$ cat src/rtl/core/slspd_pkg.sv
package slspd_pkg;

  // Longest payload that is taken; a longer length byte drops the frame.
  localparam int unsigned MAX_LEN = 64;
  localparam int unsigned STORE_AW = (MAX_LEN > 1) ? $clog2(MAX_LEN) : 1;

  localparam logic [7:0] SYNC_BYTE = 8'hAA;
  localparam logic [8:0] MAX_LEN_W = 9'(MAX_LEN);

  typedef enum logic [1:0] {
    REQ_BYTE    = 2'd0,
    REQ_READ    = 2'd1,
    REQ_QUERY   = 2'd2,
    REQ_RELEASE = 2'd3
  } req_e;

  typedef enum logic [1:0] {
    EV_NONE   = 2'd0,
    EV_ACCEPT = 2'd1,
    EV_BAD    = 2'd2,
    EV_LENGTH = 2'd3
  } event_e;

  typedef struct packed {
    logic [1:0] req_type;
    logic [7:0] rx_byte;
    logic [7:0] read_index;
  } item_t;

  typedef struct packed {
    logic [1:0] event_code;
    logic       new_message;
    logic       wrong_data;
    logic [7:0] frame_length;
    logic [7:0] data_byte;
  } result_t;

  typedef struct packed {
    logic                en;
    logic [STORE_AW-1:0] addr;
    logic [7:0]          data;
  } store_wr_t;

endpackage

$ cat src/rtl/core/slspd_if.sv
interface slspd_in_if;
  import slspd_pkg::*;

  logic       valid;
  logic       ready;
  logic [1:0] req_type;
  logic [7:0] rx_byte;
  logic [7:0] read_index;

  modport source (output valid, req_type, rx_byte, read_index, input ready);
  modport sink (input valid, req_type, rx_byte, read_index, output ready);
endinterface

interface slspd_out_if;
  import slspd_pkg::*;

  logic       valid;
  logic       ready;
  logic [1:0] event_code;
  logic       new_message;
  logic       wrong_data;
  logic [7:0] frame_length;
  logic [7:0] data_byte;

  modport source (output valid, event_code, new_message, wrong_data, frame_length,
                  data_byte, input ready);
  modport sink (input valid, event_code, new_message, wrong_data, frame_length,
                data_byte, output ready);
endinterface

$ cat src/rtl/core/slspd_store.sv
module slspd_store
  import slspd_pkg::*;
(
  input  logic                clk_i,
  input  store_wr_t           wr_i,
  input  logic                rd_en_i,
  input  logic [STORE_AW-1:0] rd_addr_i,
  output logic [7:0]          rd_data_o
);

  logic [7:0] mem [MAX_LEN];
  logic [7:0] rd_data_q;

  always_ff @(posedge clk_i) begin
    if (wr_i.en) begin
      mem[wr_i.addr] <= wr_i.data;
    end
  end

  // Write-first: a read issued on the edge of a write to the same entry sees the new byte.
  always_ff @(posedge clk_i) begin
    if (rd_en_i) begin
      if (wr_i.en && (wr_i.addr == rd_addr_i)) begin
        rd_data_q <= wr_i.data;
      end else begin
        rd_data_q <= mem[rd_addr_i];
      end
    end
  end

  assign rd_data_o = rd_data_q;

endmodule

$ cat src/rtl/core/slspd_ctrl.sv
module slspd_ctrl
  import slspd_pkg::*;
(
  input  logic       clk_i,
  input  logic       rst_ni,
  input  logic       advance_i,
  input  item_t      item_i,
  input  logic [7:0] rd_data_i,
  output store_wr_t  wr_o,
  output result_t    result_o
);

  typedef enum logic [2:0] {
    PH_SYNC1 = 3'd0,
    PH_SYNC2 = 3'd1,
    PH_LEN   = 3'd2,
    PH_DATA  = 3'd3,
    PH_SUM   = 3'd4
  } phase_e;

  phase_e     phase_q, phase_d;
  logic [7:0] count_q, count_d;
  logic [7:0] len_q, len_d;
  logic [7:0] sum_q, sum_d;
  logic       msg_q, msg_d;
  logic       bad_q, bad_d;
  logic [1:0] ev;
  logic [7:0] count_inc;
  logic [7:0] data;

  assign count_inc = count_q + 8'd1;

  always_comb begin
    phase_d = phase_q;
    count_d = count_q;
    len_d   = len_q;
    sum_d   = sum_q;
    msg_d   = msg_q;
    bad_d   = bad_q;
    ev      = EV_NONE;
    data    = 8'd0;
    wr_o.en   = 1'b0;
    wr_o.addr = count_q[STORE_AW-1:0];
    wr_o.data = item_i.rx_byte;

    case (item_i.req_type)
      REQ_BYTE: begin
        case (phase_q)
          PH_SYNC1: begin
            if (item_i.rx_byte == SYNC_BYTE) begin
              phase_d = PH_SYNC2;
            end else begin
              bad_d = 1'b1;
              ev    = EV_BAD;
            end
          end
          PH_SYNC2: begin
            if (item_i.rx_byte == SYNC_BYTE) begin
              phase_d = PH_LEN;
            end else begin
              bad_d   = 1'b1;
              phase_d = PH_SYNC1;
              ev      = EV_BAD;
            end
          end
          PH_LEN: begin
            len_d = item_i.rx_byte;
            if ({1'b0, item_i.rx_byte} > MAX_LEN_W) begin
              phase_d = PH_SYNC1;
              ev      = EV_LENGTH;
            end else begin
              sum_d   = 8'd0;
              count_d = 8'd0;
              phase_d = (item_i.rx_byte == 8'd0) ? PH_SUM : PH_DATA;
            end
          end
          PH_DATA: begin
            wr_o.en = advance_i && ({1'b0, count_q} < MAX_LEN_W);
            sum_d   = sum_q + item_i.rx_byte;
            count_d = count_inc;
            if (count_inc >= len_q) begin
              phase_d = PH_SUM;
            end
          end
          PH_SUM: begin
            phase_d = PH_SYNC1;
            if (sum_q == item_i.rx_byte) begin
              msg_d = 1'b1;
              ev    = EV_ACCEPT;
            end else begin
              bad_d = 1'b1;
              ev    = EV_BAD;
            end
          end
          default: begin
            phase_d = PH_SYNC1;
          end
        endcase
      end
      REQ_READ: begin
        if ((item_i.read_index < len_q) && ({1'b0, item_i.read_index} < MAX_LEN_W)) begin
          data = rd_data_i;
        end
      end
      REQ_QUERY: begin
        if (bad_q) begin
          msg_d = 1'b0;
        end
      end
      default: begin
        msg_d = 1'b0;
      end
    endcase
  end

  assign result_o.event_code   = ev;
  assign result_o.new_message  = msg_d;
  assign result_o.wrong_data   = bad_d;
  assign result_o.frame_length = len_d;
  assign result_o.data_byte    = data;

  always_ff @(posedge clk_i or negedge rst_ni) begin
    if (!rst_ni) begin
      phase_q <= PH_SYNC1;
      count_q <= 8'd0;
      len_q   <= 8'd0;
      sum_q   <= 8'd0;
      msg_q   <= 1'b0;
      bad_q   <= 1'b0;
    end else if (advance_i) begin
      phase_q <= phase_d;
      count_q <= count_d;
      len_q   <= len_d;
      sum_q   <= sum_d;
      msg_q   <= msg_d;
      bad_q   <= bad_d;
    end
  end

endmodule

$ cat src/rtl/core/sync_length_sum_packet_deframer.sv
// Frame deframer for the byte stream AA AA len payload[len] sum, where sum is the
// 8-bit wrapping sum of the payload. Every input item gives exactly one result item.
// An item is taken into an input register on the cycle it is offered while the
// payload store is read at its read_index; when the working stage advances, the frame
// state is updated and the result lands in the output register, from which it is
// offered, and one item is taken every cycle while the output side keeps up.
// While the output is stalled the result and the input register hold, and the input
// drops ready once both are full. The
// store is a single-write, single-read memory of MAX_LEN bytes with a registered
// read port; it is never cleared, so reading a position that no frame has written
// returns an arbitrary byte. The new-message flag is cleared by a release, or by a
// query while the wrong-data flag is set; the wrong-data flag only clears at reset.
module sync_length_sum_packet_deframer
  import slspd_pkg::*;
(
  input  logic  clk_i,
  input  logic  rst_ni,
  slspd_in_if.sink    rx_i,
  slspd_out_if.source res_o
);

  item_t      s1_q;
  logic       s1_valid_q;
  result_t    out_q;
  logic       out_valid_q;
  logic       out_free;
  logic       advance;
  logic       accept;
  logic [7:0] rd_data;
  store_wr_t  wr;
  result_t    result;

  // Advance the working stage whenever it holds an item and the output register is empty or being emptied.
  assign out_free = !out_valid_q || res_o.ready;
  assign advance  = s1_valid_q && out_free;
  assign rx_i.ready = !s1_valid_q || out_free;
  assign accept   = rx_i.valid && rx_i.ready;

  always_ff @(posedge clk_i or negedge rst_ni) begin
    if (!rst_ni) begin
      s1_valid_q <= 1'b0;
    end else if (rx_i.ready) begin
      s1_valid_q <= rx_i.valid;
    end
  end

  // Hold the item while the stage stalls; capture only on acceptance.
  always_ff @(posedge clk_i) begin
    if (accept) begin
      s1_q.req_type   <= rx_i.req_type;
      s1_q.rx_byte    <= rx_i.rx_byte;
      s1_q.read_index <= rx_i.read_index;
    end
  end

  slspd_store u_store (
    .clk_i     (clk_i),
    .wr_i      (wr),
    .rd_en_i   (accept),
    .rd_addr_i (rx_i.read_index[STORE_AW-1:0]),
    .rd_data_o (rd_data)
  );

  slspd_ctrl u_ctrl (
    .clk_i     (clk_i),
    .rst_ni    (rst_ni),
    .advance_i (advance),
    .item_i    (s1_q),
    .rd_data_i (rd_data),
    .wr_o      (wr),
    .result_o  (result)
  );

  always_ff @(posedge clk_i or negedge rst_ni) begin
    if (!rst_ni) begin
      out_valid_q <= 1'b0;
    end else if (out_free) begin
      out_valid_q <= s1_valid_q;
    end
  end

  always_ff @(posedge clk_i) begin
    if (advance) begin
      out_q <= result;
    end
  end

  assign res_o.valid        = out_valid_q;
  assign res_o.event_code   = out_q.event_code;
  assign res_o.new_message  = out_q.new_message;
  assign res_o.wrong_data   = out_q.wrong_data;
  assign res_o.frame_length = out_q.frame_length;
  assign res_o.data_byte    = out_q.data_byte;

  // An accepted frame leaves a message waiting.
  a_accept_sets_msg: assert property (@(posedge clk_i) disable iff (!rst_ni)
    (res_o.valid && (res_o.event_code == EV_ACCEPT)) |-> res_o.new_message)
    else $error("frame accepted without new_message");

  // Malformed data raises the sticky flag.
  a_bad_sets_flag: assert property (@(posedge clk_i) disable iff (!rst_ni)
    (res_o.valid && (res_o.event_code == EV_BAD)) |-> res_o.wrong_data)
    else $error("bad data without wrong_data");

  // A rejected length always exceeds the store size.
  a_len_reject: assert property (@(posedge clk_i) disable iff (!rst_ni)
    (res_o.valid && (res_o.event_code == EV_LENGTH)) |->
      ({1'b0, res_o.frame_length} > MAX_LEN_W))
    else $error("length rejected within limit");

  // A working item reaches the output register on the edge it advances.
  a_advance_lands: assert property (@(posedge clk_i) disable iff (!rst_ni)
    advance |=> res_o.valid)
    else $error("advanced item lost");

endmodule

$ cat src/flat_wrapper.sv
// flat-port wrapper written by rule: the top's interface ports become plain ports
module sync_length_sum_packet_deframer_flat import slspd_pkg::*;
  (clk_i, rst_ni, rx_i_valid, rx_i_req_type, rx_i_rx_byte, rx_i_read_index, rx_i_ready, res_o_valid, res_o_event_code, res_o_new_message, res_o_wrong_data, res_o_frame_length, res_o_data_byte, res_o_ready);
  slspd_in_if rx_i_i ();
  slspd_out_if res_o_i ();
  input  logic clk_i;
  input  logic rst_ni;
  input wire logic [$bits(rx_i_i.valid)-1:0] rx_i_valid;
  input wire logic [$bits(rx_i_i.req_type)-1:0] rx_i_req_type;
  input wire logic [$bits(rx_i_i.rx_byte)-1:0] rx_i_rx_byte;
  input wire logic [$bits(rx_i_i.read_index)-1:0] rx_i_read_index;
  output wire logic [$bits(rx_i_i.ready)-1:0] rx_i_ready;
  output wire logic [$bits(res_o_i.valid)-1:0] res_o_valid;
  output wire logic [$bits(res_o_i.event_code)-1:0] res_o_event_code;
  output wire logic [$bits(res_o_i.new_message)-1:0] res_o_new_message;
  output wire logic [$bits(res_o_i.wrong_data)-1:0] res_o_wrong_data;
  output wire logic [$bits(res_o_i.frame_length)-1:0] res_o_frame_length;
  output wire logic [$bits(res_o_i.data_byte)-1:0] res_o_data_byte;
  input wire logic [$bits(res_o_i.ready)-1:0] res_o_ready;
  assign rx_i_i.valid = rx_i_valid;
  assign rx_i_i.req_type = rx_i_req_type;
  assign rx_i_i.rx_byte = rx_i_rx_byte;
  assign rx_i_i.read_index = rx_i_read_index;
  assign rx_i_ready = rx_i_i.ready;
  assign res_o_valid = res_o_i.valid;
  assign res_o_event_code = res_o_i.event_code;
  assign res_o_new_message = res_o_i.new_message;
  assign res_o_wrong_data = res_o_i.wrong_data;
  assign res_o_frame_length = res_o_i.frame_length;
  assign res_o_data_byte = res_o_i.data_byte;
  assign res_o_i.ready = res_o_ready;
  sync_length_sum_packet_deframer u_core (.clk_i(clk_i), .rst_ni(rst_ni), .rx_i(rx_i_i), .res_o(res_o_i));
endmodule
$ cat config.mk
export PLATFORM = sky130hd
export DESIGN_NAME = sync_length_sum_packet_deframer_flat
export DESIGN_NICKNAME = d
export VERILOG_FILES = /design/src/rtl/core/slspd_pkg.sv /design/src/rtl/core/slspd_if.sv /design/src/rtl/core/slspd_store.sv /design/src/rtl/core/slspd_ctrl.sv /design/src/rtl/core/sync_length_sum_packet_deframer.sv /design/src/flat_wrapper.sv
export SDC_FILE = /design/constraint.sdc
export NUM_CORES = 1
export LEC_CHECK = 0
export ABC_AREA = 1
export BUFFER_PORTS_ARGS = -buffer_cell sky130_fd_sc_hd__buf_4
export CORE_UTILIZATION = 40
export CTS_CLUSTER_SIZE = 8
export DETAILED_ROUTE_END_ITERATION = 8
export GPL_ROUTABILITY_DRIVEN = 0
export SLEW_MARGIN = 20
export SYNTH_ARGS = -nofsm -noshare
export SYNTH_HDL_FRONTEND = slang
export SYNTH_SLANG_ARGS = --single-unit
$ cat constraint.sdc
create_clock -name clk_i -period 3.68 [get_ports clk_i]
set_clock_uncertainty 0.15 [all_clocks]
set_input_delay 0.368 -clock clk_i [delete_from_list [all_inputs] [get_ports clk_i]]
set_output_delay 0.368 -clock clk_i [all_outputs]
set_load 0.05 [all_outputs]
# After elaboration in Yosys (flattened, before gate mapping)
# Memories as Yosys holds them, arrays and structs flattened. A register that Yosys moved wholly into a read port is not among the register bits.
# Cells that the tools add are included.
[totals] regBits=69 latchBits=0 ram_bits=512 romBits=0 word_cells=78 n_memories=1
[memory_table] memory="u_core.u_store.mem" depth=64 width=8 rd=1 rd_clocked_by_memory_dff=1 wr=1 line_no="slspd_store.sv:11" text="logic [7:0] mem [MAX_LEN];"
[op_classes] n_addsub=2 mul=0 n_div=0 order_cmp=5 eq_ne=11 n_shift=0 muxes=27 bitwise=0 n_reduce_logical=16
[op_table] cell="one-hot mux 8 bit (2 select lines)" count=2
[op_table] cell="2-to-1 mux 8 bit" count=3
[op_table] cell="< comparator 8 x 7 -> 1 bit, second input constant" count=2
[op_table] cell="2-to-1 mux 3 bit" count=4
[op_table] cell="one-hot mux 3 bit (4 select lines)" count=1
[op_table] cell="2-to-1 mux 1 bit" count=10
[op_table] cell="adder 8 x 1 -> 8 bit, second input constant" count=1
[op_table] cell="adder 8 bit" count=1
[op_table] cell="equality test 8 bit" count=1
[op_table] cell="equality test 8 bit, second input constant" count=1
[op_table] cell="greater-or-equal comparator 8 bit" count=1
[op_table] cell="greater-than comparator 8 x 7 -> 1 bit, second input constant" count=1
[op_table] cell="logical NOT 8 bit" count=1
[op_table] cell="< comparator 8 bit" count=1
[op_table] cell="2-to-1 mux 2 bit" count=4
[op_table] cell="AND reduction 4 bit" count=2
[op_table] cell="equality test 3 x 2 -> 1 bit, second input constant" count=2
[op_table] cell="!= test 2 bit, second input constant" count=3
[op_table] cell="one-hot mux 2 bit (3 select lines)" count=1
[op_table] cell="logical AND 1 bit" count=4
[op_table] cell="equality test 3 x 1 -> 1 bit, second input constant" count=1
[op_table] cell="equality test 3 bit, second input constant" count=1
[op_table] cell="logical NOT 3 bit" count=1
[op_table] cell="one-hot mux 1 bit (3 select lines)" count=1
[op_table] cell="other kinds (9)" count=11

# Logic depth before layout (Yosys ltp)
# Gate-level depths: netlist of run 1.
[depth] depth_word=8 mapped_depth=16

# By module
# Synthesis of run 1 repeated with hierarchy kept, for this count alone.
[hier_totals] hier_cells=2218 hier_area_um2=25180.4
[by_module_without_submodules] mod="slspd_store" instances=1 cells_per_inst=1816 area_each_um2=21479.4
[by_module_without_submodules] mod="slspd_ctrl" instances=1 cells_per_inst=352 area_each_um2=2464.9
[by_module_without_submodules] mod="sync_length_sum_packet_deframer" instances=1 cells_per_inst=50 area_each_um2=1236.2

# Worst setup path before layout of run 1
# No wires, ideal clock.
[synth_path] kind="flip-flop to flip-flop" from="register u_core.s1_q[11] in the netlist's numbering" to="register u_core.out_q (netlist bit u_core.res_o.event_code[1]) (data pin)" setup_time_ns=0.255 t_arrival_ns=2.249 slack_ns=1.026 stages_incl_launch_ff=8 n_path_buf=0 period_less_slack_ns=2.654 cell_sequence="edfxtp_1 -> ha_1 -> nor2_1 -> nand3_1 -> o31ai_1 -> o21ai_0 -> o21ai_0 -> inv_1"
[synth_via] elab_chain_cells=3 word_cells_on_any_way=7
[synth_lines] item="start, declared" line_no="sync_length_sum_packet_deframer.sv:22" text="item_t s1_q;"
[synth_lines] item="greater-than comparator 8 x 7 -> 1 bit (tied with other cells)" line_no="slspd_ctrl.sv:68" text="if ({1'b0, item_i.rx_byte} > MAX_LEN_W) begin"
[synth_lines] item="2-to-1 mux 2 bit (on tied branches)"
[synth_lines] item="one-hot mux 2 bit (3 select lines) *" line_no="slspd_ctrl.sv:48" text="case (phase_q)"
[synth_lines] item="end signal, assigned" line_no="sync_length_sum_packet_deframer.sv:84" text="out_q <= result;"
[synth_lines] item="end, declared" line_no="sync_length_sum_packet_deframer.sv:24" text="result_t out_q;"
# Mark *: on every way between the ends. The rest lies on a longest branch, timed or not.
# A chain may end at the register's enable or synchronous reset.

# Worst setup path in the final report of run 1
[layout_path] from="register u_core.s1_q[17] in the netlist's numbering" to="memory u_core.u_store.mem[29][5], enable pin"
[layout_via] elab_chain_cells=4
[layout_lines] item="logical NOT 2 bit" line_no="slspd_ctrl.sv:46" text="case (item_i.req_type)"
[layout_lines] item="2-to-1 mux 1 bit" line_no="slspd_ctrl.sv:46"
[layout_lines] item="2-to-1 mux 1 bit" line_no="slspd_store.sv:15" text="if (wr_i.en) begin"
[layout_lines] item="2-to-1 mux 1 bit (implied by the code)" line_no="slspd_store.sv:16" text="mem[wr_i.addr] <= wr_i.data;"
[layout_lines] item="end, declared" line_no="slspd_store.sv:11"
# Every way passes these cells.

==> results of run 1 <==
[final timing paths]
| check | from | endpoint | slack (ns) | cells after the start |
|---|---|---|---|---|
| max reg2reg | u_core.s1_q[17]$_DFFE_PP_ | u_core.u_store.mem[29][5]$_DFFE_PP_ | 0.81 | 9 |
| max in group asynchronous | rst_ni | u_core.u_ctrl.count_q[2]$_DFFE_PN0P_ | 2.93 | 2 |
| min | rst_ni | u_core.u_ctrl.bad_q$_DFFE_PN0P_ | 0.11 | 2 |
| min reg2reg | u_core.u_ctrl.sum_q[5]$_DFFE_PN0P_ | u_core.u_ctrl.sum_q[5]$_DFFE_PN0P_ | 0.35 | 2 |
| min in group clk_i | rx_i_read_index[3] | u_core.s1_q[3]$_DFFE_PP_ | 0.11 | 1 |
| max | u_core.s1_q[17]$_DFFE_PP_ | u_core.u_store.mem[29][5]$_DFFE_PP_ | 0.81 | 9 |
[cells by family after synthesis]
| logic type | after synthesis | share of synthesized area |
|---|---|---|
| and+or+nand+nor | 1334 | 0.2318 |
| AOI/OAI and AO/OA | 70 | 0.01539 |
| DFF | 589 | 0.7026 |
| buffers and inverters | 189 | 0.03615 |
| adders and majority gates | 24 | 0.01234 |
| xor gates and xnor gates | 5 | 0.001755 |
[final cells by class]
| type | count | area, um2 |
|---|---|---|
| well taps | 837 | 1047 |
| clock inverters | 6 | 63.81 |
| flip-flops and latches | 589 | 17530 |
| fillers | 5620 | 33300 |
| multi-input cells | 1433 | 6519 |
| repair buffers | 86 | 784.5 |
| inverters | 74 | 286.5 |
| clock buffers | 99 | 2180 |
[per-layer routing]
metal	up-vias	wire length, um	global-route usage
met2	619	30230	0.3291
met5	-	0	0
met1	8091	27210	0.2713
met3	145	4350	0.03931
li1	7773	-	-
met4	0	2109	0.07526
[sequential cells by signal, indices dropped and copies added (netlist names), 2 cells and up]
signal and count:
u_core.res_o.frame_length 8, u_core.u_store.mem 512, u_core.u_ctrl.sum_q 8, u_core.u_ctrl.len_q 8, u_core.s1_q 18, u_core.u_ctrl.phase_q 3
u_core.res_o.data_byte 8, u_core.u_ctrl.count_q 8, u_core.res_o.event_code 2, u_core.u_store.rd_data_o 8
[through the flow]
| stage | hold slack, ns | setup WS (ns) | utilization | cells |
|---|---|---|---|---|
| floorplan | -0.07759 | 1.026 | - | 2211 |
| detailed placement | 0.1990 | 0.7765 | 0.4210 | 3000 |
| global route | 0.1016 | 0.5928 | 0.4604 | 3124 |
| finish | 0.1117 | 0.8067 | 0.4604 | 3124 |
| global placement | 0.1989 | 0.8377 | 0.4210 | 3000 |
| CTS | 0.08285 | 0.7983 | 0.4604 | 3124 |
[worst max-delay path, stage by stage, from the launching register on]
cell      delay (ns)
edfxtp_1        0.44
nor2_4          0.17
inv_2           0.08
nor2_4          0.15
inv_2           0.08
nor2_8          0.19
nand2_4         0.13
nor2_8          0.17
nand3_4         0.31
nor2_1          0.62
[power breakdown]
group	switching [mW]	leakage, nW	total, mW	internal, mW
Sequential	0.0679	5.44	7.60	7.53
Clock	2.62	1.10	6.72	4.10
Combinational	1.02	3.97	1.40	0.383
Total	3.71	10.5	15.7	12.0
[cells in the final DEF, fill, tap and decap left out, types with 3 or more instances in the layout]
cell type and count:
clkbuf_16 85, inv_2 12, dfrtp_1 31, xor2_1 5
clkinv_1 3, inv_1 56, ha_1 23, nand3_1 450
inv_6 4, o21ai_0 34, a21oi_1 15, o21ai_1 8
nand2_2 4, nand4_1 10, buf_4 59, nor2_8 3
nor2_1 94, dlygate4sd3_1 19, buf_12 7, nand2_1 757
nand3_4 6, nor3_1 3, edfxtp_1 558, nor2_4 3
clkbuf_1 14
==> run_results.csv, run 1 <==
group,metric,value,unit
synthesis,synth.avg_cell_area,11.29,um2
clock_tree,h-tree-depth,3,
sta,finalCritPeriodShare,0.7808,
job,maxCapViolCount,0,
floorplan,core_area,61710,um2
synthesis,yosys_warnings,0,
setup_path,setup.worst_path.end_class,"register",
setup_path,required,3.77,ns
layout,area_growth,13.86,%
sta,rsz0062_at_grt,"no",
pwr,leakage,10.51,nW
layout,antenna_cells,0,
clock_tree,cts_hold_buf,19,
worst_hold_path,hold_class,"input port to async pin",
sta,final-max-slew-violation-count,0,
synthesis,synth_nets,2257,
route,ant_nets,0,
route,drc_errors,0,
synthesis,ys.flop_type,"edfxtp_1",
pwr,powerDensity,553.1,nW/um2
layout,final_cell_area,28410,um2
setup_path,startpoint_type,"register",
clock_tree,cts.sinks,589,
sta,final-hold-violation-count,0,
place,dp.final_hpwl,37170,um
floorplan,placementRows,91,
synthesis,synthCells,2211,
clock_tree,clockBufferDepth,3,
pwr,ir_worst_vdd,0.3227,mV
clock_tree,postCtsResizedCells,0,
clock_tree,clk_pin_slew_worst_paths,0.05,ns
synthesis,ys_types,38,
route,firstDrtPassIters,5,
layout,fin_nets,2313,
clock_tree,clkLatencyLatePin,0.62,ns
route,wire_per_inst,20.45,um
clock_tree,cts-root-buf,"clkbuf_16",
floorplan,io_pins,44,
route,drt_wl_total,63890,um
place,io_buffers,43,
sta,fin_setup_tns,0,ns
synthesis,synth_area,24950,um2
grt,grt_max_degree,103,
synthesis,post-synth-top-area-cell,"edfxtp_1",
clock_tree,post-cts-setup-buffer-count,0,
synthesis,yosysSeqAreaShare,0.7026,
synthesis,ys_ff_latch,589,
synthesis,synth_area_leaders,"edfxtp_1, nand2_1, nand3_1, dfrtp_1, nor2_1",
grt,grt_pass1_vias,16351,
floorplan,die_w,251.8,um
route,viasPerCell,5.323,
route,vias,16628,
grt,track_usage,0.2031,
synthesis,synth_edf_count,558,
floorplan,die_h,251.8,um
sta,setup_viol,0,
synthesis,synthTopCellsByCount,"nand2_1, edfxtp_1, nand3_1",
sta,relSlewSlack,0.3281,
clock_tree,cts_buffers,83,
layout,drive_gt1_frac,0.08395,
grt,antenna_found_initial,1,
clock_tree,tritoncts,"done",
sta,final.min_clock_period,2.873,ns
synthesis,yosysMostFrequentCell,"nand2_1",
route,drtIter0Drc,1695,
grt,grt_pass1_wl,96610,um
grt,gr-total-overflow,0,
status,status,"completed",
floorplan,start_util,0.4043,
setup_path,crit_type,"register to register",
setup_path,cp_max_fo,10,
floorplan,die-area,63390,um2
place,postPlaceCellArea,25980,um2
sta,worst_pin_slew,1.002,ns
synthesis,synth_top_area_share,0.6715,
sta,clock.fmax,0.3480,GHz
synthesis,async_flop_share,0.05263,
setup_path,arrival,2.97,ns
pwr,fin_total_pwr,15.72,mW
No activity file was read; power rests on OpenSTA's default activity.
==> run 2: changes to the inputs <==
--- a/config.mk
+++ b/config.mk
@@ -5,7 +5,7 @@
 export SDC_FILE = /design/constraint.sdc
 export NUM_CORES = 1
 export LEC_CHECK = 0
-export ABC_AREA = 1
+export ABC_AREA = 0
 export BUFFER_PORTS_ARGS = -buffer_cell sky130_fd_sc_hd__buf_4
 export CORE_UTILIZATION = 40
 export CTS_CLUSTER_SIZE = 8
==> constraint.sdc (replaced) <==
create_clock -name clk_i -period 2.6 [get_ports clk_i]
set_clock_uncertainty 0.15 [all_clocks]
set_input_delay 0.26 -clock clk_i [delete_from_list [all_inputs] [get_ports clk_i]]
set_output_delay 0.26 -clock clk_i [all_outputs]
set_load 0.05 [all_outputs]
==> run 2 against run 1 <==
Net effect: design area up 4.3%; fmax up 14%; highest routed layer unchanged; critical endpoint is now u_core.u_ctrl.phase_q[2]$_DFFE_PN0P_; largest power group unchanged; non-clock buffer count up 179; total power up 35%; critical path depth unchanged; hold slack worse by 0.027 ns; utilization up 4.3 points; count of clock-buffer cells in the layout down 2; clock power up 40%; routed wire length down 4.3%.
==> run_results.csv, run 2 <==
group,metric,value,unit
grt,met3_usage,0.03743,
floorplan,die_h,246.0,um
setup_path,crit_type,"register to register",
grt,grt_pass1_wl,89360,um
pwr,ir_worst_vdd,0.5570,mV
synthesis,synth_area_leaders,"edfxtp_1, mux4_2, dfrtp_1, nor2_1, mux4_1",
setup_path,required,2.92,ns
clock_tree,tritoncts,"done",
layout,largest_reg_flops,512,
sta,setup_viol,0,
worst_hold_path,holdPathStages,2,
layout,final_common_cell,"edfxtp_1",
layout,drive_gt1_frac,0.3551,
route,drtIter0Drc,1077,
pwr,combinationalPowerShare,0.060,
sta,fin_setup_tns,0,ns
route,firstDrtPassIters,5,
synthesis,ys.flop_type,"edfxtp_1",
floorplan,core_area,58910,um2
place,io_buffers,43,
sta,final.min_clock_period,2.528,ns
clock_tree,clk_pin_slew_worst_paths,0.05,ns
setup_path,r2r_start,"u_core.u_ctrl.count_q[3]$_DFFE_PN0P_",
clock_tree,cts_buffers,83,
pwr,netSwitchingFraction,0.2117,
worst_hold_path,hold_end,"u_core.s1_q[1]$_DFFE_PP_",
synthesis,synth_edf_count,558,
clock_tree,clkLatencyLatePin,0.60,ns
setup_path,arrival,2.85,ns
route,drc_errors,0,
place,dp.final_hpwl,39630,um
worst_hold_path,hold_class,"input port to register",
layout,final_cell_area,29630,um2
floorplan,die-area,60500,um2
synthesis,synthTopCellsByCount,"edfxtp_1, mux4_2, nor2_1",
synthesis,yosys_warnings,0,
clock_tree,cts.sinks,589,
grt,gr-total-overflow,0,
sta,final-hold-violation-count,0,
synthesis,post-synth-top-area-cell,"edfxtp_1",
pwr,fin_total_pwr,21.21,mW
pwr,seqPwrFrac,0.497,
worst_hold_path,hold_start,"rx_i_read_index[1]",
route,ant_nets,0,
setup_path,cp_max_fo,3,
layout,antenna_cells,0,
sta,worst_pin_slew,0.8273,ns
layout,fin_nets,1577,
grt,antenna_found_initial,0,
pwr,switchingPower,4.490,mW
layout,layout_common_cells,"edfxtp_1, buf_4, mux4_2",
layout,regMostFlops,"u_core.u_store.mem",
pwr,leakage,10.00,nW
setup_path,rr_endpoint,"u_core.u_ctrl.phase_q[2]$_DFFE_PN0P_",
status,status,"completed",
floorplan,start_util,0.4042,
synthesis,synthCells,1241,
floorplan,placementRows,89,
route,drt_wl_total,61160,um
setup_path,ff2ff_path_depth,9,
synthesis,async_flop_share,0.05263,
layout,stdcell_count,2319,
sta,hold_slack,0.08439,ns
grt,busiest_layer,"met2",
setup_path,setup.worst_path.end_class,"register",
synthesis,synth_top_area_share,0.7038,
setup_path,startpoint_type,"register",
clock_tree,cts-root-buf,"clkbuf_16",
grt,grt_pass1_vias,13643,
job,maxCapViolCount,0,
synthesis,synth.avg_cell_area,19.18,um2
synthesis,synth_nets,1287,
grt,grt_util_met1,0.2763,
pwr,powerDensity,715.8,nW/um2
synthesis,ys_ff_latch,589,
place,placed_cells,2184,
clock_tree,clockBufferDepth,3,
sta,final-max-slew-violation-count,0,
synthesis,synth_area,23810,um2
grt,met2_usage,0.3329,
grt,track_usage,0.2057,
route,viasPerCell,5.609,
setup_path,reg2reg_setup_slack,0.07,ns
layout,area_growth,24.47,%
route,vias,13007,
clock_tree,h-tree-depth,3,
synthesis,yosysMostFrequentCell,"edfxtp_1",
sta,finalCritPeriodShare,0.9722,
floorplan,die_w,246.0,um
layout,fillerInstances,4734,
sta,clock.fmax,0.3956,GHz
route,wire_per_inst,26.37,um
pwr,p_clk_frac,0.443,
synthesis,yosysSeqAreaShare,0.7364,
synthesis,ys_types,71,
floorplan,io_pins,44,
pwr,p_int,16.72,mW
grt,grt_max_degree,67,
layout,reg_top3,"u_core.u_store.mem x512, u_core.s1_q x18",
sta,relSlewSlack,0.4485,
place,postPlaceCellArea,26930,um2
run 2: changes by cell type in the layout (fill, tap and decap cells not counted), sizes merged, moves of 11 or more:
cell / previous run / this run
o22ai: 2 / 13
buf: 67 / 246
inv: 73 / 18
nand2: 762 / 57
o21ai: 42 / 28
mux2i: 0 / 18
xnor2: 0 / 14
nand3: 456 / 25
mux4: 0 / 130
run 2: critical path: stages, from the launching register on:
cell,delay [ns]
dfrtp_1,0.41
nand3_2,0.13
nor3_2,0.20
xor2_1,0.24
ha_1,0.29
and3_4,0.18
o21ai_0,0.07
o21ai_1,0.14
o21ai_2,0.25
mux2_4,0.32
run 2: layout make-up:
cell class | instances | area, um2 | share of cell area
Inverter | 17 | 63.81 | 0.002153
Clock inverter | 3 | 30.03 | 0.001013
Clock buffer | 97 | 2151 | 0.07258
Timing Repair Buffer | 265 | 2633 | 0.08884
Sequential cell | 589 | 17530 | 0.5917
Tap cell | 773 | 967.2 | 0.03264
Multi-Input combinational cell | 575 | 6255 | 0.2111
run 2: metrics by stage:
| step | setup WS (ns) | util |
|---|---|---|
| 2_1_floorplan | -0.3016 | - |
| 3_3_place_gp | -0.3421 | 0.4572 |
| 3_5_place_dp | -0.3345 | 0.4572 |
| 4_1_cts | 0.001529 | 0.5003 |
| 5_1_grt | -0.02449 | 0.5030 |
| 6_report | 0.07228 | 0.5030 |
run 2: logic make-up (layout without fill, tap and decap cells):
| logic type | Yosys count | count (layout) | synth area share |
|---|---|---|---|
| adders and majority gates | 24 | 24 | 0.01293 |
| DFF | 589 | 589 | 0.7364 |
| xor gates and xnor gates | 19 | 19 | 0.006990 |
| muxes | 158 | 158 | 0.1370 |
| buffers and inverters | 77 | 382 | 0.01782 |
| and+or+nand+nor | 232 | 232 | 0.04746 |
| AOI/OAI and AO/OA | 142 | 142 | 0.04141 |
run 2: metal layers:
layer,vias up,share of wire
met5,-,0
met4,0,0.030
met3,109,0.063
met2,452,0.48
met1,6808,0.43
li1,5638,-
run 2: how the worst max path moves through the flow:
stage                                               from  cells after the start  slack, ns                                    end
floorplan                       u_core.s1_q[9]$_DFFE_PP_                      7      -0.30     u_core.u_ctrl.sum_q[7]$_DFFE_PN0P_
global placement                      rx_i_read_index[0]                     10      -0.34  u_core.u_store.rd_data_o[6]$_DFFE_PP_
detailed placement                    rx_i_read_index[0]                     10      -0.33  u_core.u_store.rd_data_o[6]$_DFFE_PP_
CTS                            u_core.s1_q[16]$_DFFE_PP_                      7      0.002    u_core.u_store.mem[10][0]$_DFFE_PP_
global route        u_core.u_ctrl.count_q[3]$_DFFE_PN0P_                      9      -0.02   u_core.u_ctrl.phase_q[2]$_DFFE_PN0P_
finish              u_core.u_ctrl.count_q[3]$_DFFE_PN0P_                      9       0.07   u_core.u_ctrl.phase_q[2]$_DFFE_PN0P_
run 2: power by group through the flow:
stage	clock [mW]	sequential, mW	combinational [mW]
floorplan	0	10.9	0.555
global placement	0	10.7	1.22
detailed placement	0	10.7	1.24
CTS	9.60	10.5	1.27
global route	9.92	10.5	1.35
finish	9.40	10.5	1.27
run 2: repair_timing:
| action | 4_1_cts | 5_1_grt |
|---|---|---|
| endpoints found under the hold margin | 48 | 0 |
| gates cloned | 0 | 0 |
| hold buffers | 20 | 0 |
| resized for setup | 5 | 15 |
| setup buffers | 9 | 6 |
| pin swaps | 11 | 12 |
| endpoints found under the setup margin | 48 | 354 |
==> run 3: changes to the inputs <==
--- a/config.mk
+++ b/config.mk
@@ -7,7 +7,7 @@
 export LEC_CHECK = 0
 export ABC_AREA = 0
 export BUFFER_PORTS_ARGS = -buffer_cell sky130_fd_sc_hd__buf_4
-export CORE_UTILIZATION = 40
+export CORE_UTILIZATION = 45
 export CTS_CLUSTER_SIZE = 8
 export DETAILED_ROUTE_END_ITERATION = 8
 export GPL_ROUTABILITY_DRIVEN = 0
==> constraint.sdc (replaced) <==
create_clock -name clk_i -period 2.6 [get_ports clk_i]
set_clock_uncertainty 0.15 [all_clocks]
set_input_delay 0.52 -clock clk_i [delete_from_list [all_inputs] [get_ports clk_i]]
set_output_delay 0.52 -clock clk_i [all_outputs]
set_load 0.05 [all_outputs]
==> run 3 against run 2 <==
Net effect: total power grew 0.46%; critical path depth is 1 lower; sequential power hardly changed; global-route usage increased by 2.0 points; sequential cell count stayed put; die area fell by 11%; combinational power hardly changed; design area increased by 0.49%; first-iteration DRC count grew 7.9%; utilization grew 7.2 points; highest routed layer unchanged.
==> run_results.csv, run 3 (synthesis results as in run 2) <==
group,metric,value,unit
layout,multiInputGateArea,6261,um2
clock_tree,cts.sinks,589,
grt,track_usage,0.2260,
route,drc_errors,0,
sta,rsz0062_at_grt,"yes",
route,firstDrtPassIters,5,
layout,fillerInstances,3821,
layout,final_util,0.5746,
grt,antenna_found_initial,1,
grt,grt_pass1_wl,87450,um
layout,final_common_cell,"edfxtp_1",
setup_path,crit_type,"register to register",
grt,grt_max_degree,69,
clock_tree,cts-root-buf,"clkbuf_16",
sta,finalCritPeriodShare,0.9604,
route,wire_per_inst,26.11,um
grt,met3_usage,0.04740,
sta,final-hold-violation-count,0,
route,drtIter0Drc,1162,
grt,gr-total-overflow,0,
sta,setup_viol,0,
sta,worst_pin_slew,0.7702,ns
floorplan,die-area,53830,um2
setup_path,cp_max_fo,8,
status,status,"completed",
sta,final-max-slew-violation-count,0,
layout,fin_nets,1606,
setup_path,crit_top_cell,"buf_4",
layout,largest_reg_flops,512,
clock_tree,h-tree-depth,3,
setup_path,setup.worst_path.end_class,"register",
layout,area_growth,25.07,%
clock_tree,clkLatencyLatePin,0.61,ns
sta,relSlewSlack,0.4865,
pwr,ir_worst_vdd,0.4213,mV
layout,regMostFlops,"u_core.u_store.mem",
route,ant_nets,0,
setup_path,cp_cell_sequence,"nand2b_4, or2_1, or2_4, nor4_4, buf_4, nand2_4, nor2_4, buf_4",
floorplan,core_area,51820,um2
setup_path,arrival,2.66,ns
pwr,p_int,16.80,mW
pwr,leakage,10.17,nW
setup_path,cpPeakStageDelay,0.38,ns
place,dp.final_hpwl,39260,um
clock_tree,clockBufferDepth,3,
place,dp_slack,-0.4690,ns
pwr,netSwitchingFraction,0.2115,
sta,final.min_clock_period,2.497,ns
setup_path,crit_path_top_delay_cell,"dfrtp_1",
floorplan,die_h,232.0,um
pwr,p_clk_frac,0.447,
sta,clock.fmax,0.4005,GHz
clock_tree,clk_pin_slew_worst_paths,0.05,ns
setup_path,required,2.76,ns
floorplan,die_w,232.0,um
layout,reg_top3,"u_core.u_store.mem x512, u_core.s1_q x18",
worst_hold_path,hold_class,"input port to register",
floorplan,placementRows,83,
pwr,seqPwrFrac,0.495,
grt,busiest_layer,"met2",
route,vias,13026,
floorplan,io_pins,44,
pwr,powerDensity,715.6,nW/um2
grt,grt_util_met1,0.3115,
pwr,combinationalPowerShare,0.059,
pwr,switchingPower,4.506,mW
layout,drive_gt1_frac,0.3709,
setup_path,startpoint_type,"register",
layout,seqCellArea,17530,um2
sta,layout_setup_ws,0.1029,ns
grt,met2_usage,0.3596,
place,io_buffers,43,
clock_tree,cts_buffers,83,
floorplan,start_util,0.4594,
job,maxCapViolCount,0,
grt,grt_pass1_vias,13320,
route,viasPerCell,5.764,
clock_tree,tritoncts,"done",
route,drt_wl_total,59010,um
layout,layout_common_cells,"edfxtp_1, buf_4, mux4_2",
layout,antenna_cells,0,
-- run 3: cell count changes in the layout (fill, tap and decap cells not counted), moves of 2 or more --
cell           previous run  this run
buf_4                   197       232
dlygate4sd3_1            19        14
a221oi_1                  2         0
a221oi_2                  1         3
inv_6                     1         3
-- run 3: area by class of cell --
| class | count | area share |
|---|---|---|
| flip-flops and latches | 589 | 0.5888 |
| multi-input cells | 575 | 0.2103 |
| repair buffers | 294 | 0.09488 |
| clock buffers | 99 | 0.07320 |
| well taps | 680 | 0.02857 |
| inverters | 17 | 0.002143 |
| clock inverters | 6 | 0.002101 |
-- run 3: metal layers --
layer / wire [um] / up-vias
met3: 3838 / 95
met5: 0 / -
met1: 25290 / 6778
li1: - / 5703
met4: 1464 / 0
met2: 28420 / 450
-- run 3: worst max-delay path, delay by kind of cell, from the launching register on --
kind	cells	cell delay, ns
buffers and inverters	2	0.39
DFF	1	0.38
and+or+nand+nor	6	1.27
-- run 3: stage by stage --
stage / std cells / TNS [ns] / hold WS [ns] / cell area [um2] / power, mW
floorplan: 1241 / -34.47 / 0.07441 / 24140 / 11.41
global placement: 2132 / -6.391 / 0.3165 / 27190 / 11.93
detailed placement: 2132 / -8.048 / 0.3284 / 27190 / 11.94
CTS: 2256 / 0 / 0.04301 / 29640 / 21.49
global route: 2260 / -0.04144 / 0.07698 / 29780 / 21.93
finish: 2260 / 0 / 0.07228 / 29780 / 21.31
-- run 3: path summary, 6_finish.rpt --
path | end | from | slack [ns] | cells after the start
min in group asynchronous | u_core.u_ctrl.sum_q[6]$_DFFE_PN0P_ | rst_ni | 0.25 | 2
min | u_core.res_o.valid$_DFFE_PN0P_ | res_o_ready | 0.07 | 3
min reg2reg | u_core.u_ctrl.sum_q[3]$_DFFE_PN0P_ | u_core.u_ctrl.sum_q[3]$_DFFE_PN0P_ | 0.33 | 2
max in group asynchronous | u_core.u_ctrl.count_q[0]$_DFFE_PN0P_ | rst_ni | 1.71 | 2
max | u_core.u_store.mem[25][5]$_DFFE_PP_ | u_core.u_ctrl.phase_q[2]$_DFFE_PN0P_ | 0.10 | 8
max reg2reg | u_core.u_store.mem[25][5]$_DFFE_PP_ | u_core.u_ctrl.phase_q[2]$_DFFE_PN0P_ | 0.10 | 8
-- run 3: power by group through the flow --
| stage | clock network, mW | registers (mW) | logic [mW] |
|---|---|---|---|
| after floorplan | 0 | 10.9 | 0.557 |
| after global placement | 0 | 10.7 | 1.22 |
| after detailed placement | 0 | 10.7 | 1.23 |
| after CTS | 9.70 | 10.5 | 1.25 |
| after global routing | 10.1 | 10.5 | 1.33 |
| final | 9.52 | 10.5 | 1.25 |
-- run 3: repair_timing --
action                                  in CTS  in global routing
hold endpoints to repair                    44                  0
hold buffers                                14                  0
pin swaps                                    3                  7
buffers inserted                             5                  4
endpoints found under the setup margin      23                334
resized for setup                            1                 19
